--- config.mk ---
export PLATFORM = sky130hd
export DESIGN_NAME = dust_sensor_frame_parser_unit
export DESIGN_NICKNAME = d
export VERILOG_FILES = /design/src/rtl/dsfp_pkg.sv /design/src/rtl/dust_sensor_frame_parser_unit.sv /design/src/rtl/dsfp_frame_capture.sv /design/src/rtl/dsfp_result_calc.sv
export SDC_FILE = /design/constraint.sdc
export NUM_CORES = 1
export LEC_CHECK = 0
export BUFFER_PORTS_ARGS = -buffer_cell sky130_fd_sc_hd__buf_2
export CAP_MARGIN = 15
export CORE_MARGIN = 4
export CORE_UTILIZATION = 50
export CTS_BUF_LIST = sky130_fd_sc_hd__clkbuf_8 sky130_fd_sc_hd__clkbuf_16
export DETAILED_ROUTE_END_ITERATION = 8
export PLACE_DENSITY = 0.7
export SYNTH_ARGS = -nofsm -noshare
export SYNTH_HDL_FRONTEND = slang
export SYNTH_HIERARCHICAL = 1
export SYNTH_SLANG_ARGS = --single-unit
--- constraint.sdc ---
create_clock -name clk -period 7.85 [get_ports clk]
set_clock_uncertainty 0.05 [all_clocks]
set_input_delay 0.785 -clock clk [delete_from_list [all_inputs] [get_ports clk]]
set_output_delay 0.785 -clock clk [all_outputs]
set_load 0.05 [all_outputs]
--- src/rtl/dsfp_pkg.sv ---
// shared types and constants for the dust sensor frame parser
`default_nettype none

package dsfp_pkg;

	localparam int unsigned BYTE_W = 8;
	localparam int unsigned GAIN_W = 16;
	localparam int unsigned RAW_W = 16;
	localparam int unsigned VOLT_W = 19;
	localparam int unsigned DUST_W = 35;
	localparam int unsigned POS_W = 3;
	localparam int unsigned FRAME_LEN = 5;

	localparam logic [BYTE_W-1:0] BYTE_SOF = 8'hAA;
	localparam logic [BYTE_W-1:0] BYTE_EOF = 8'hFF;
	localparam logic [POS_W-1:0] POS_IDLE = 3'd0;
	localparam logic [POS_W-1:0] POS_FIRST = 3'd1;
	localparam logic [POS_W-1:0] POS_MAX = 3'd6;
	localparam logic [GAIN_W-1:0] DUST_GAIN_RESET = 16'd800;
	// 999 * 1024
	localparam logic [DUST_W-1:0] FAIL_DUST_Q10 = 35'd1022976;

	typedef struct packed {
		logic [FRAME_LEN-1:0][BYTE_W-1:0] bytes;
	} frame_t;

	typedef struct packed {
		logic checksum_ok;
		logic [RAW_W-1:0] raw_reading;
		logic [VOLT_W-1:0] voltage_q10;
		logic [DUST_W-1:0] dust_q10;
	} result_t;

endpackage

`default_nettype wire

--- src/rtl/dust_sensor_frame_parser_unit.sv ---
// top level of the dust sensor frame parser
//
// channel | direction | handshake           | payload
// --------+-----------+---------------------+---------------------------------------------
// cfg     | in        | cfg_valid/cfg_ready | cfg_data (dust_gain)
// in      | in        | in_valid/in_ready   | rx_byte
// out     | out       | out_valid/out_ready | checksum_ok, raw_reading, voltage_q10, dust_q10
//
// one byte per cycle while in_ready is high; an end-of-frame byte's result is registered in
// one stage for the frame snapshot and one for checksum and the 19x16 multiply
// reset clears frame position, stored bytes, stage valids and sets the gain to 800
// in_ready drops only while both the frame stage and the result register are full
// and out_ready is low; cfg_ready is always high
`default_nettype none

module dust_sensor_frame_parser_unit (
	input  wire logic        clk,
	input  wire logic        arst_n,
	input  wire logic        cfg_valid,
	output      logic        cfg_ready,
	input  wire logic [15:0] cfg_data,
	input  wire logic        in_valid,
	output      logic        in_ready,
	input  wire logic [7:0]  rx_byte,
	output      logic        out_valid,
	input  wire logic        out_ready,
	output      logic        checksum_ok,
	output      logic [15:0] raw_reading,
	output      logic [18:0] voltage_q10,
	output      logic [34:0] dust_q10
);

	logic [dsfp_pkg::GAIN_W-1:0] gain_q;
	logic in_accept;
	logic frame_end;
	dsfp_pkg::frame_t frame;
	dsfp_pkg::result_t result;

	assign cfg_ready = 1'b1;
	assign in_accept = in_valid && in_ready;

	always_ff @(posedge clk or negedge arst_n) begin
		if (!arst_n) begin
			gain_q <= dsfp_pkg::DUST_GAIN_RESET;
		end else if (cfg_valid && cfg_ready) begin
			gain_q <= cfg_data;
		end
	end

	dsfp_frame_capture u_capture (
		.clk       (clk),
		.arst_n    (arst_n),
		.accept    (in_accept),
		.rx_byte   (rx_byte),
		.frame_end (frame_end),
		.frame     (frame)
	);

	dsfp_result_calc u_calc (
		.clk          (clk),
		.arst_n       (arst_n),
		.frame_valid  (in_valid && frame_end),
		.frame        (frame),
		.dust_gain    (gain_q),
		.frame_ready  (in_ready),
		.result_valid (out_valid),
		.result_ready (out_ready),
		.result       (result)
	);

	assign checksum_ok = result.checksum_ok;
	assign raw_reading = result.raw_reading;
	assign voltage_q10 = result.voltage_q10;
	assign dust_q10 = result.dust_q10;

	// a failed checksum always carries the fixed fallback values
	a_fail_values: assert property (@(posedge clk) disable iff (!arst_n)
		out_valid && !checksum_ok |-> voltage_q10 == '0 && dust_q10 == dsfp_pkg::FAIL_DUST_Q10)
		else $error("checksum failure without fallback values");

	// a good result shows the voltage as five times the raw reading
	a_volt_scale: assert property (@(posedge clk) disable iff (!arst_n)
		out_valid && checksum_ok |-> voltage_q10 == (19'(raw_reading) * 19'd5))
		else $error("voltage does not match raw reading");

	// input stalls only when the result side is backed up
	a_stall_cause: assert property (@(posedge clk) disable iff (!arst_n)
		!in_ready |-> out_valid && !out_ready)
		else $error("input stalled with free result register");

	// an end-of-frame request has its result presented once it clears the frame stage
	a_eof_result: assert property (@(posedge clk) disable iff (!arst_n)
		in_valid && in_ready && rx_byte == dsfp_pkg::BYTE_EOF |=> ##1 out_valid)
		else $error("end of frame lost");

endmodule

`default_nettype wire

--- src/rtl/dsfp_frame_capture.sv ---
// frame position tracking and byte store, with the frame snapshot at end of frame
`default_nettype none

module dsfp_frame_capture (
	input  wire logic                      clk,
	input  wire logic                      arst_n,
	input  wire logic                      accept,
	input  wire logic [dsfp_pkg::BYTE_W-1:0] rx_byte,
	output      logic                      frame_end,
	output      dsfp_pkg::frame_t          frame
);

	logic [dsfp_pkg::POS_W-1:0] pos_q;
	logic [dsfp_pkg::FRAME_LEN-1:0][dsfp_pkg::BYTE_W-1:0] bytes_q;
	logic [dsfp_pkg::FRAME_LEN-1:0][dsfp_pkg::BYTE_W-1:0] bytes_next;

	// the incoming byte lands at the current position before the frame is read
	always_comb begin
		bytes_next = bytes_q;
		for (int i = 0; i < dsfp_pkg::FRAME_LEN; i++) begin
			if (pos_q == dsfp_pkg::POS_W'(i + 1)) begin
				bytes_next[i] = rx_byte;
			end
		end
	end

	assign frame_end = (rx_byte == dsfp_pkg::BYTE_EOF);
	assign frame.bytes = bytes_next;

	always_ff @(posedge clk or negedge arst_n) begin
		if (!arst_n) begin
			pos_q <= dsfp_pkg::POS_IDLE;
			bytes_q <= '0;
		end else if (accept) begin
			bytes_q <= bytes_next;
			if (frame_end) begin
				pos_q <= dsfp_pkg::POS_IDLE;
			end else if (rx_byte == dsfp_pkg::BYTE_SOF) begin
				pos_q <= dsfp_pkg::POS_FIRST;
			end else if (pos_q < dsfp_pkg::POS_MAX) begin
				pos_q <= pos_q + dsfp_pkg::POS_W'(1);
			end
		end
	end

endmodule

`default_nettype wire

--- src/rtl/dsfp_result_calc.sv ---
// frame register, checksum and scaling, result register
`default_nettype none

module dsfp_result_calc (
	input  wire logic                        clk,
	input  wire logic                        arst_n,
	input  wire logic                        frame_valid,
	input  wire dsfp_pkg::frame_t            frame,
	input  wire logic [dsfp_pkg::GAIN_W-1:0] dust_gain,
	output      logic                        frame_ready,
	output      logic                        result_valid,
	input  wire logic                        result_ready,
	output      dsfp_pkg::result_t           result
);

	logic valid_s1;
	dsfp_pkg::frame_t frame_s1;
	logic valid_s2;
	dsfp_pkg::result_t result_s2;
	dsfp_pkg::result_t result_d;

	logic adv_s2;
	logic [dsfp_pkg::BYTE_W-1:0] sum8;
	logic [dsfp_pkg::RAW_W-1:0] raw;
	logic [dsfp_pkg::VOLT_W-1:0] volt;
	logic [dsfp_pkg::DUST_W-1:0] dust;

	assign adv_s2 = !valid_s2 || result_ready;
	assign frame_ready = !valid_s1 || adv_s2;

	// bytes stored in order b1..b5 at index 0..4
	assign sum8 = frame_s1.bytes[0] + frame_s1.bytes[1] + frame_s1.bytes[2] + frame_s1.bytes[3];
	assign raw = {frame_s1.bytes[0], frame_s1.bytes[1]};
	// times five as shift and add
	assign volt = {1'b0, raw, 2'b00} + {3'b000, raw};
	assign dust = dsfp_pkg::DUST_W'(volt) * dsfp_pkg::DUST_W'(dust_gain);

	always_comb begin
		result_d.checksum_ok = (sum8 == frame_s1.bytes[4]);
		result_d.raw_reading = raw;
		if (result_d.checksum_ok) begin
			result_d.voltage_q10 = volt;
			result_d.dust_q10 = dust;
		end else begin
			result_d.voltage_q10 = '0;
			result_d.dust_q10 = dsfp_pkg::FAIL_DUST_Q10;
		end
	end

	always_ff @(posedge clk or negedge arst_n) begin
		if (!arst_n) begin
			valid_s1 <= 1'b0;
			valid_s2 <= 1'b0;
		end else begin
			if (frame_ready) begin
				valid_s1 <= frame_valid;
			end
			if (adv_s2) begin
				valid_s2 <= valid_s1;
			end
		end
	end

	always_ff @(posedge clk) begin
		if (frame_ready && frame_valid) begin
			frame_s1 <= frame;
		end
		if (adv_s2 && valid_s1) begin
			result_s2 <= result_d;
		end
	end

	assign result_valid = valid_s2;
	assign result = result_s2;

endmodule

`default_nettype wire
Word level (Yosys, flattened, before mapping)
Index checks and enable logic that the tools add are counted.
- $add $sub $neg: 5
- multiply operators: 1
- order comparisons: 1
- equality and inequality tests: 8
- multiplexer cells: 8
- reduce and logical (&&, ||, !) cells: 10
- operators by type and width (operator ; count):
    $mux 8 ; 5
    $mul 19x16->35 ; 1
    $add 8x8->8 ; 3
    $add 18x16->19 ; 1
    $eq 8x8->1 const B ; 2
    $mux 3 ; 3
    $eq 8x8->1 ; 1
    $eq 3x2->1 const B ; 2
    $eq 3x3->1 const B ; 2
    $logic_and 1x1->1 ; 4
    $add 3x1->3 const B ; 1
    $eq 3x1->1 const B ; 1
    $lt 3x3->1 const B ; 1
    $reduce_bool 3->1 ; 1
    $logic_not 1->1 ; 2
    $logic_or 1x1->1 ; 2
    $reduce_and 2->1 ; 1
- register bits after elaboration: 172
- input port bits: 29
- output and inout bits: 74
- word-level logic and storage cells: 51

Depth between registers and ports, before layout
Gate-level depths: netlist of the first run.
- depth after elaboration: 5
- mapped depth: 33
- mapped depth without buffers: 31

Modules after synthesis
Netlist of the first run, hierarchy kept.
- modules (own cells, without submodules) (module ; times used ; cells an instance ; area an instance (um^2) ; seq. area each (um^2)):
    dsfp_result_calc ; 1 ; 1469 ; 15059.4 ; 3383.2
    dsfp_frame_capture ; 1 ; 209 ; 2214.6 ; 1076.0
    dust_sensor_frame_parser_unit ; 1 ; 38 ; 676.9 ; 404.1

Worst setup path after synthesis of the first run
Ideal clock, no wire load.
- kind: reg2reg
- start: register u_calc/frame_s1[9] (netlist bit)
- end: register u_calc.result_s2, in the netlist u_calc/result[34], data pin
- arrival time: 7.356 ns
- required time: 7.536 ns
- setup slack: 0.179 ns
- cell stages (with the launch flop): 32
- clock period less this slack: 7.671 ns
- cell sequence: edfxtp_1 > clkbuf_1 > inv_1 > fa_1 > nor2b_1 > o21a_1 > o21ai_1 > a21oi_2 > nand2_1 > a311o_2 > xnor2_4 > buf_6 > nand2_1 > fa_1 > fa_1 > fa_1 > inv_1 > fa_1 > fa_1 > inv_1 > fa_1 > inv_1 > ha_1 > and2_1 > clkbuf_2 > a21o_1 > o41ai_2 > a21oi_1 > a21oi_2 > a31oi_2 > nand4_1 > a31oi_1
- word-level cells in the longest chain between the ends: 4
- RTL lines (what ; line ; source):
    start, declared ; dsfp_result_calc.sv:17 ; dsfp_pkg::frame_t frame_s1;
    start signal, assigned ; dsfp_result_calc.sv:66 ; frame_s1 <= frame;
    parallel branches: the longest is 4 deep, another holds $mul 19x16->35 ; n/a ;
    end signal, assigned ; dsfp_result_calc.sv:69 ; result_s2 <= result_d;
    end, declared ; dsfp_result_calc.sv:19 ; dsfp_pkg::result_t result_s2;
Parallel ways; which one is timed is not known.
A chain may end at the register's enable or synchronous reset.

Final worst setup path of the first run
- start: register u_calc/frame_s1[8] (netlist bit)
- end: register u_calc.result_s2, in the netlist u_calc/result[28], data pin
Same word-level chain as after synthesis.

==> results of run 1 <==
[flip-flops by register name, summed over array words and instances (netlist names)]
name and flops:
u_calc/result 71, u_calc/frame_s1 40, u_capture/bytes_q 40, gain_q 16
u_capture/pos_q 3, u_calc/result_valid 1, u_calc/valid_s1 1
[power groups by stage]
stage | Clock [mW] | Sequential, mW | Combinational, mW
finish | 0.887 | 1.17 | 7.00
global route | 0.948 | 1.18 | 7.75
CTS | 0.904 | 1.16 | 6.19
detailed placement | 0 | 1.18 | 6.15
global placement | 0 | 1.18 | 6.03
floorplan | 0 | 1.12 | 4.69
[per-layer routing]
layer / share of wire, % / global-route usage (%) / vias to the layer above
met1: 40 / 29.72 / 6509
met5: 0.028 / 0 / -
met3: 5.6 / 3.974 / 104
li1: - / - / 5656
met4: 3.8 / 10.09 / 2
met2: 51 / 41.25 / 410
[stage by stage]
| stage | power, mW | cells |
|---|---|---|
| finish | 9.053 | 2309 |
| global route | 9.871 | 2309 |
| CTS | 8.257 | 2278 |
| detailed placement | 7.338 | 2245 |
| global placement | 7.209 | 2244 |
| floorplan | 5.815 | 1716 |
[cells by family (layout without fill, tap and decap cells)]
family	Yosys count	count (layout)	synth area share, %
other cells	1	1	0.02089
xor+xnor	54	54	2.823
compound gates	139	140	5.562
fa+ha+maj	384	384	37.26
simple gates	551	551	14.85
flops	172	172	27.09
buf+inv	341	472	7.549
mux	74	74	4.844
[cell usage in the layout (no fill, tap or decap), types with 5 or more instances in the layout]
cell type	n
inv_1	270
fa_1	250
nand2_1	186
and2_1	156
nor2_1	122
ha_1	119
edfxtp_1	111
buf_2	101
mux2_2	62
buf_4	60
dfrtp_1	58
xnor2_1	35
a21oi_1	31
a21o_1	25
nand2b_1	22
clkbuf_16	17
nand3_1	13
nor2b_1	13
xor2_1	13
o21ai_0	13
mux2_4	10
nand4_1	9
nor3_1	8
a21oi_2	8
ha_2	8
o21a_1	6
ha_4	6
clkinv_8	5
a31oi_1	5
o21ai_1	5
inv_2	5
o211ai_1	5
[worst min path at each step]
stage	startpoint	end	slack [ns]	depth (start not counted)
final	u_calc/valid_s1	u_calc/result_valid	0.44	1
after floorplan	u_calc/valid_s1	u_calc/result_valid	0.40	1
after global placement	u_calc/valid_s1	u_calc/result_valid	0.41	1
after detailed placement	u_calc/valid_s1	u_calc/result_valid	0.43	1
after global routing	u_capture/bytes_q[34]	u_capture/bytes_q[34]	0.47	1
after CTS	u_calc/valid_s1	u_calc/result_valid	0.44	1
[timing repair]
item | CTS | global route
resized for setup | 0 | 49
pin swaps | 1 | 26
cloned | 0 | 1
buffers inserted | 1 | 30
hold buffers | 0 | 0
setup endpoints to repair | 1 | 19
[critical path: cells and delay by family, from the launching register on]
kind                       cells  cell delay, ns
adders and majority gates      9            3.77
AOI/OAI and AO/OA              9            1.86
and+or+nand+nor                5            0.52
xor gates and xnor gates       2            0.45
DFF                            1            0.37
buffers and inverters          5            0.32
[layout make-up]
type | count | area, um2
Clock buffer | 17 | 425.4
Clock inverter | 15 | 175.2
Fill cell | 3007 | 15380
Inverter | 274 | 1028
Multi-Input combinational cell | 1204 | 11980
Sequential cell | 172 | 4863
Tap cell | 461 | 576.8
Timing Repair Buffer | 166 | 1045
==> metrics.yaml, run 1 <==
detailed_routing:
  wl_per_cell_um: 20.02
  drc: 0
  drt-total-wl_um: 46220
  drt_iter0_drc: 815
  vias: 12680
  via_per_inst: 5.492
  dr.pass1.iters: 5
  drtAntennaViolNets: 0
global_routing:
  grt_max_degree: 62
  overflow: 0
  grt_usage_pct: 23.84
  grt_pass1_wl_um: 72260
  first_global_vias: 13620
  antenna_found_initial: 2
worst_setup_path:
  cp_common_cell: "fa_1"
  critPathLaunch: "u_calc/frame_s1[8]"
  slowest_delay_ns: 0.57
  r2r_start: "u_calc/frame_s1[8]"
  start_kind: "register"
  crit_path_end_kind: "register"
  r2r-end: "u_calc/result[28]"
  reg2reg_depth: 30
  crit_type: "register to register"
  required_ns: 7.97
  arrival_ns: 7.71
  critPathCapture: "u_calc/result[28]"
  cpMaxStageDelayCell: "fa_1"
  r2r_setup_slack_ns: 0.26
  path_max_fanout: 8
yosys:
  ys_seq_area_share_pct: 27.09
  syn_avg_cell_area_um2: 10.46
  yosysMostFrequentCell: "inv_1"
  synth_cell_type_count: 78
  syn_nets: 2129
  ys_seq_elements: 172
  synth_warnings: 6
  ys.flop_type: "edfxtp_1"
  yosys-top-cells-count: "inv_1, fa_1, nand2_1"
  synthCells: 1716
  ys_async_sr_fraction_pct: 35.47
  synth_area_leaders: "fa_1, edfxtp_1, ha_1, dfrtp_1, inv_1"
  synth_top_area_cell: "fa_1"
  synth_edf_count: 111
  synth_top_area_share_pct: 27.99
  netlist_area_um2: 17950
hold_path:
  hp-class: "register to register"
die:
  io_pins: 103
  coreArea_um2: 35480
  fp.dieW_um: 197.5
  dieHeight_um: 197.5
  die_area_um2: 39000
  initial_utilization_pct: 50.59
  rows: 69
sta:
  tns_ns: 0
  setup_viol: 0
  slew-limit-headroom_pct: 33.65
  tightest_slew_ns: 0.9953
  timing.final.hold_violations: 0
  whs_ns: 0.4399
  layout_min_cycle_time_ns: 7.590
  fmax_ghz: 0.1317
  post-route-period-util_pct: 96.69
  rsz0062_at_grt: "yes"
  final_max_slew_viol_count: 0
  finalWorstSetupSlack_ns: 0.2597
clocking:
  insertion_delay_ns: 0.46
  cts_made_buffers: 17
  clock-sinks: 172
  clkTransAtPathRegs_ns: 0.08
  tritoncts: "yes"
  cts_root_buf: "clkbuf_16"
  clockBufferDepth: 2
  htree_levels: 4
place:
  placement.io_buffers: 101
  dp_slack_ns: 0.001812
  placed_area_um2: 19020
  dpl.hpwl_um: 33680
  gp_congestion: 0.9207
power_and_ir_drop:
  p_leak_nw: 9.036
  p_int_mw: 4.671
  power_density_nw_per_um2: 450.4
  power_switching_mw: 4.382
  p_seq_share_pct: 12.9
  ir_worst_vdd_v: 0.0007001
  pwr-share-clk_pct: 9.8
  switching_share_pct: 48.40
  comb_power_share_pct: 77.3
layout:
  final_cell_area_um2: 20100
  postLayoutCoreUtil_pct: 56.64
  syn_to_final_growth_pct: 11.96
  nets: 2248
  drive_gt1_share_pct: 18.18
  n_antenna_cell: 0
flow_run:
  cap_violations: 0
outcome:
  status: "finished clean"
(Power assumes the default switching activity.)
==> run 2, diff against run 1 <==
--- a/config.mk
+++ b/config.mk
@@ -9,7 +9,6 @@
 export CAP_MARGIN = 15
 export CORE_MARGIN = 4
 export CORE_UTILIZATION = 50
-export CTS_BUF_LIST = sky130_fd_sc_hd__clkbuf_8 sky130_fd_sc_hd__clkbuf_16
 export DETAILED_ROUTE_END_ITERATION = 8
 export PLACE_DENSITY = 0.7
 export SYNTH_ARGS = -nofsm -noshare
==> metrics.yaml, run 2 (synthesis results as in run 1) <==
outcome:
  status: "finished clean"  # unchanged
sta:
  whs_ns: 0.4400  # was 0.4399 ns
  final_max_slew_viol_count: 0  # unchanged
  rsz0062_at_grt: "yes"  # unchanged
  fmax_ghz: 0.1318  # was 0.1317 GHz
  timing.final.hold_violations: 0  # unchanged
  post-route-period-util_pct: 96.67  # was 96.69%
  tightest_slew_ns: 0.9943  # was 0.9953 ns
  setup_viol: 0  # unchanged
  layout_min_cycle_time_ns: 7.589  # was 7.590 ns
  finalWorstSetupSlack_ns: 0.2614  # was 0.2597 ns
  slew-limit-headroom_pct: 33.71  # was 33.65%
die:
  initial_utilization_pct: 50.59  # unchanged
  rows: 69  # unchanged
  fp.dieW_um: 197.5  # unchanged
  die_area_um2: 39000  # unchanged
  io_pins: 103  # unchanged
  dieHeight_um: 197.5  # unchanged
  coreArea_um2: 35480  # unchanged
worst_setup_path:
  critical_path_buf_inv_count: 5  # unchanged
  crit_path_end_kind: "register"  # unchanged
  required_ns: 7.98  # was 7.97 ns
  path_max_fanout: 8  # unchanged
  r2r_setup_slack_ns: 0.26  # about the same
  cp.depth: 30  # unchanged
  r2r-end: "u_calc/result[28]"  # unchanged
  start_kind: "register"  # unchanged
  arrival_ns: 7.71  # about the same
  slowest_delay_ns: 0.57  # about the same
  cpMaxStageDelayCell: "fa_1"  # unchanged
  path_delay_family: "adder cells"  # unchanged
  crit_type: "register to register"  # unchanged
  cp_common_cell: "fa_1"  # unchanged
  r2r_start: "u_calc/frame_s1[8]"  # unchanged
  critPathLaunch: "u_calc/frame_s1[8]"  # unchanged
  reg2reg_depth: 30  # unchanged
detailed_routing:
  drt_iter0_drc: 814  # was 815
  via_per_inst: 5.497  # was 5.492
  drt-total-wl_um: 46210  # was 46,220 um
  dr.pass1.iters: 5  # unchanged
  vias: 12690  # was 12,680
  drc: 0  # unchanged
  wl_per_cell_um: 20.01  # was 20.02 um
  drtAntennaViolNets: 0  # unchanged
layout:
  syn_to_final_growth_pct: 11.96  # unchanged
  n_antenna_cell: 0  # unchanged
  multiInputGateArea_um2: 11980  # unchanged
  layout_common_cells: "inv_1, fa_1, nand2_1, and2_1, nor2_1"  # unchanged
  num-fill-cells: 3007  # unchanged
  final_common_cell: "inv_1"  # unchanged
  final-seq-area_um2: 4863  # unchanged
  nets: 2248  # unchanged
  drive_gt1_share_pct: 18.18  # unchanged
  largest_reg_flops: 71  # unchanged
global_routing:
  overflow: 0  # unchanged
  antenna_found_initial: 2  # unchanged
  grt_max_degree: 62  # unchanged
  first_global_vias: 13620  # unchanged
  grt_usage_pct: 23.84  # unchanged
  grt_pass1_wl_um: 72260  # unchanged
clocking:
  clock-sinks: 172  # unchanged
  cts_made_buffers: 17  # unchanged
  insertion_delay_ns: 0.46  # about the same
  clockBufferDepth: 2  # unchanged
  clkTransAtPathRegs_ns: 0.08  # about the same
  htree_levels: 4  # unchanged
  cts_root_buf: "clkbuf_16"  # unchanged
  tritoncts: "yes"  # unchanged
place:
  gp_congestion: 0.9207  # unchanged
  placement.io_buffers: 101  # unchanged
  dp_slack_ns: 0.001812  # unchanged
  dpl.hpwl_um: 33680  # unchanged
flow_run:
  cap_violations: 0  # unchanged
hold_path:
  hold_start: "u_calc/valid_s1"  # unchanged
  min_path_cells: 1  # unchanged
  hp-class: "register to register"  # unchanged
  whs_endpoint: "u_calc/result_valid"  # unchanged
power_and_ir_drop:
  ir_worst_vdd_v: 0.0007004  # was 0.0007001 V
  p_leak_nw: 9.032  # was 9.036 nW
  power_density_nw_per_um2: 450.4  # about the same
  power.total_mw: 9.052  # was 9.053 mW
-- run 2: changes by cell type in the layout (fill, tap and decap cells not counted), sizes merged --
cell	before	now
clkbuf	18	19
inv	281	280
-- run 2: per-stage QoR --
stage,setup TNS [ns],util [%],cells,instance area (um2)
2_1_floorplan,0,-,1716,17950
3_3_place_gp,0,53.56,2244,19000
3_5_place_dp,0,53.60,2245,19020
4_1_cts,0,55.31,2278,19630
5_1_grt,-0.1952,56.64,2309,20100
6_report,0,56.64,2309,20100
-- run 2: worst max-delay path by stage --
stage,endpoint
2_1_floorplan,u_calc/result[34]
3_3_place_gp,u_calc/result[32]
3_5_place_dp,u_calc/result[33]
4_1_cts,u_calc/result[33]
5_1_grt,u_calc/result[24]
6_report,u_calc/result[28]
-- run 2: metal layers --
layer / routed length [um] / GRT usage [%]
met1: 18300 / 29.72
met2: 23430 / 41.25
met3: 2712 / 3.974
met4: 1746 / 10.09
met5: 13 / 0
-- run 2: layout make-up --
class,count,share of cell area (%)
Timing Repair Buffer,166,5.198
Clock inverter,14,0.8529
Inverter,274,5.117
Multi-Input combinational cell,1204,59.63
Clock buffer,18,2.135
Tap cell,461,2.870
Sequential cell,172,24.20
-- run 2: power breakdown --
| part | leakage (nW) | switching (mW) | internal, mW |
|---|---|---|---|
| registers | 1.56 | 0.101 | 1.07 |
| logic | 7.19 | 3.82 | 3.17 |
| clock network | 0.287 | 0.457 | 0.432 |
-- run 2: worst reg2reg max path, delay by kind of cell, from the launching register on --
family	cells	cell delay [ns]
xor+xnor	2	0.45
flops	1	0.37
buf+inv	5	0.32
fa+ha+maj	9	3.77
compound gates	9	1.87
simple gates	5	0.52
-- run 2: what timing repair did --
action                                  CTS  global route
buffers inserted                          1            30
endpoints found under the setup margin    1            19
resized for setup                         0            49
pin swaps                                 1            26
hold buffers                              0             0
gates cloned                              0             1
==> run 3, diff against run 2 <==
--- a/config.mk
+++ b/config.mk
@@ -8,9 +8,9 @@
 export BUFFER_PORTS_ARGS = -buffer_cell sky130_fd_sc_hd__buf_2
 export CAP_MARGIN = 15
 export CORE_MARGIN = 4
-export CORE_UTILIZATION = 50
+export CORE_UTILIZATION = 57
 export DETAILED_ROUTE_END_ITERATION = 8
-export PLACE_DENSITY = 0.7
+export PLACE_DENSITY = 0.78
 export SYNTH_ARGS = -nofsm -noshare
 export SYNTH_HDL_FRONTEND = slang
 export SYNTH_HIERARCHICAL = 1
==> metrics.yaml, run 3 (synthesis results as in run 1) <==
clocking:
  cts_root_buf: "clkbuf_16"  # unchanged
  clkTransAtPathRegs_ns: 0.08  # about the same
  insertion_delay_ns: 0.45  # was 0.46 ns
  tritoncts: "yes"  # unchanged
  clock-sinks: 172  # unchanged
  clockBufferDepth: 2  # unchanged
  cts_made_buffers: 17  # unchanged
  cts_hold_repair.buffers: 0  # unchanged
  htree_levels: 4  # unchanged
worst_setup_path:
  r2r-end: "u_calc/result[32]"  # was u_calc/result[28]
  slowest_delay_ns: 0.55  # was 0.57 ns
  critical_path_buf_inv_count: 4  # was 5
  path_delay_family: "adder cells"  # unchanged
  cpMaxStageDelayCell: "fa_1"  # unchanged
  cp_common_cell: "fa_1"  # unchanged
  start_kind: "register"  # unchanged
  arrival_ns: 7.85  # was 7.71 ns
  r2r_setup_slack_ns: 0.15  # was 0.26 ns
  r2r_start: "u_calc/frame_s1[8]"  # unchanged
  required_ns: 8.00  # was 7.98 ns
  crit_path_end_kind: "register"  # unchanged
  reg2reg_depth: 29  # was 30
  path_max_fanout: 4  # was 8
  crit_type: "register to register"  # unchanged
global_routing:
  antenna_found_initial: 2  # unchanged
  overflow: 0  # unchanged
  grt_usage_pct: 26.69  # was 23.84%
  first_global_vias: 13620  # about the same
  grt_max_degree: 72  # was 62
  grt_pass1_wl_um: 70700  # was 72,260 um
detailed_routing:
  vias: 12880  # was 12,690
  wl_per_cell_um: 20.43  # was 20.01 um
  drt-total-wl_um: 45720  # was 46,210 um
  via_per_inst: 5.754  # was 5.497
  drt_iter0_drc: 1048  # was 814
  drtAntennaViolNets: 0  # unchanged
  drc: 0  # unchanged
  dr.pass1.iters: 5  # unchanged
hold_path:
  whs_endpoint: "u_calc/result_valid"  # unchanged
  min_path_cells: 1  # unchanged
  hold_start: "u_calc/valid_s1"  # unchanged
  hp-class: "register to register"  # unchanged
sta:
  whs_ns: 0.4501  # was 0.4400 ns
  slew-limit-headroom_pct: 28.66  # was 33.71%
  post-route-period-util_pct: 98.09  # was 96.67%
  layout_min_cycle_time_ns: 7.700  # was 7.589 ns
  setup_viol: 0  # unchanged
  tightest_slew_ns: 1.070  # was 0.9943 ns
  fmax_ghz: 0.1299  # was 0.1318 GHz
  tns_ns: 0  # unchanged
  final_max_slew_viol_count: 0  # unchanged
  timing.final.hold_violations: 0  # unchanged
place:
  gp_congestion: 0.8946  # was 0.9207
  placement.io_buffers: 101  # unchanged
  dpl.hpwl_um: 32610  # was 33,680 um
  placed_area_um2: 18870  # was 19,020 um2
  placedCellCount: 2177  # was 2,245
flow_run:
  cap_violations: 0  # unchanged
die:
  dieHeight_um: 185.5  # was 197.5 um
  die_area_um2: 34400  # was 39,000 um2
  fp.dieW_um: 185.5  # was 197.5 um
  rows: 64  # was 69
  initial_utilization_pct: 58.23  # was 50.59%
  coreArea_um2: 30830  # was 35,480 um2
  io_pins: 103  # unchanged
layout:
  postLayoutCoreUtil_pct: 64.87  # was 56.64%
  layout_common_cells: "inv_1, fa_1, nand2_1, and2_1, nor2_1"  # unchanged
  fin_cells: 2238  # was 2,309
  drive_gt1_share_pct: 17.81  # was 18.18%
  n_antenna_cell: 0  # unchanged
  nets: 2242  # was 2,248
  final_cell_area_um2: 20000  # was 20,100 um2
  final_common_cell: "inv_1"  # unchanged
  syn_to_final_growth_pct: 11.42  # was 11.96%
  largest_reg_flops: 71  # unchanged
power_and_ir_drop:
  power_density_nw_per_um2: 451.3  # was 450.4 nW/um2
  p_leak_nw: 9.023  # was 9.032 nW
  ir_worst_vdd_v: 0.0007835  # was 0.0007004 V
outcome:
  status: "finished clean"  # unchanged
==> run 3: changes by cell type in the layout (fill, tap and decap cells not counted), sizes merged <==
cell,delta
clkinv,-1
bufinv,+1
xor2,+1
inv,+1
clkbuf,-1
clkinvlp,-1
buf,-6
==> run 3: how the worst max path moves through the flow <==
stage               cells after the start                start                 to
global route                           32   u_calc/frame_s1[8]  u_calc/result[31]
global placement                       26   u_calc/frame_s1[0]  u_calc/result[33]
detailed placement                     28   u_calc/frame_s1[0]  u_calc/result[32]
CTS                                    27  u_calc/frame_s1[15]  u_calc/result[32]
floorplan                              31   u_calc/frame_s1[9]  u_calc/result[34]
finish                                 29   u_calc/frame_s1[8]  u_calc/result[32]
==> run 3: what timing repair did <==
action | 4_1_cts | 5_1_grt
buffers inserted | 0 | 27
endpoints found under the setup margin | 0 | 20
gates resized for setup | 0 | 54
==> run 3: cell type report <==
| cell class | instances | area (um2) |
|---|---|---|
| multi-input combinational | 1205 | 12000 |
| inverter | 274 | 1028 |
| tap | 396 | 495.5 |
| clock inverter | 14 | 191.4 |
| timing repair buffer | 159 | 989.7 |
| sequential | 172 | 4863 |
| clock buffer | 18 | 429.2 |
| fill | 2357 | 10830 |
==> run 3: worst reg2reg max path: cells and delay by family, from the launching register on <==
kind            cells  cell delay (ns)
flops               1             0.37
simple gates        4             0.38
buf+inv             4             0.22
xor+xnor            2             0.44
compound gates     10             2.22
fa+ha+maj           9             3.78
==> run 3: report_power, final <==
part | switching, mW | internal, mW
Combinational | 3.80 | 3.15
Clock | 0.443 | 0.464
Sequential | 0.105 | 1.07
Total | 4.35 | 4.67
==> run 3: through the flow <==
step	power (mW)	setup slack (ns)
finish	9.027	0.1502
detailed placement	7.163	0.08577
floorplan	5.815	0.1792
global placement	6.987	0.1957
CTS	8.111	0.005299
global route	9.804	-0.1201
==> run 3: per-layer routing <==
metal  vias to the layer above  wire length [um]  track usage [%]
li1                       5651                 -                -
met1                      6559             17760            34.05
met2                       559             23260            46.65
met3                       108              3148            3.733
met4                         0              1546            9.894
met5                         -                 0                0
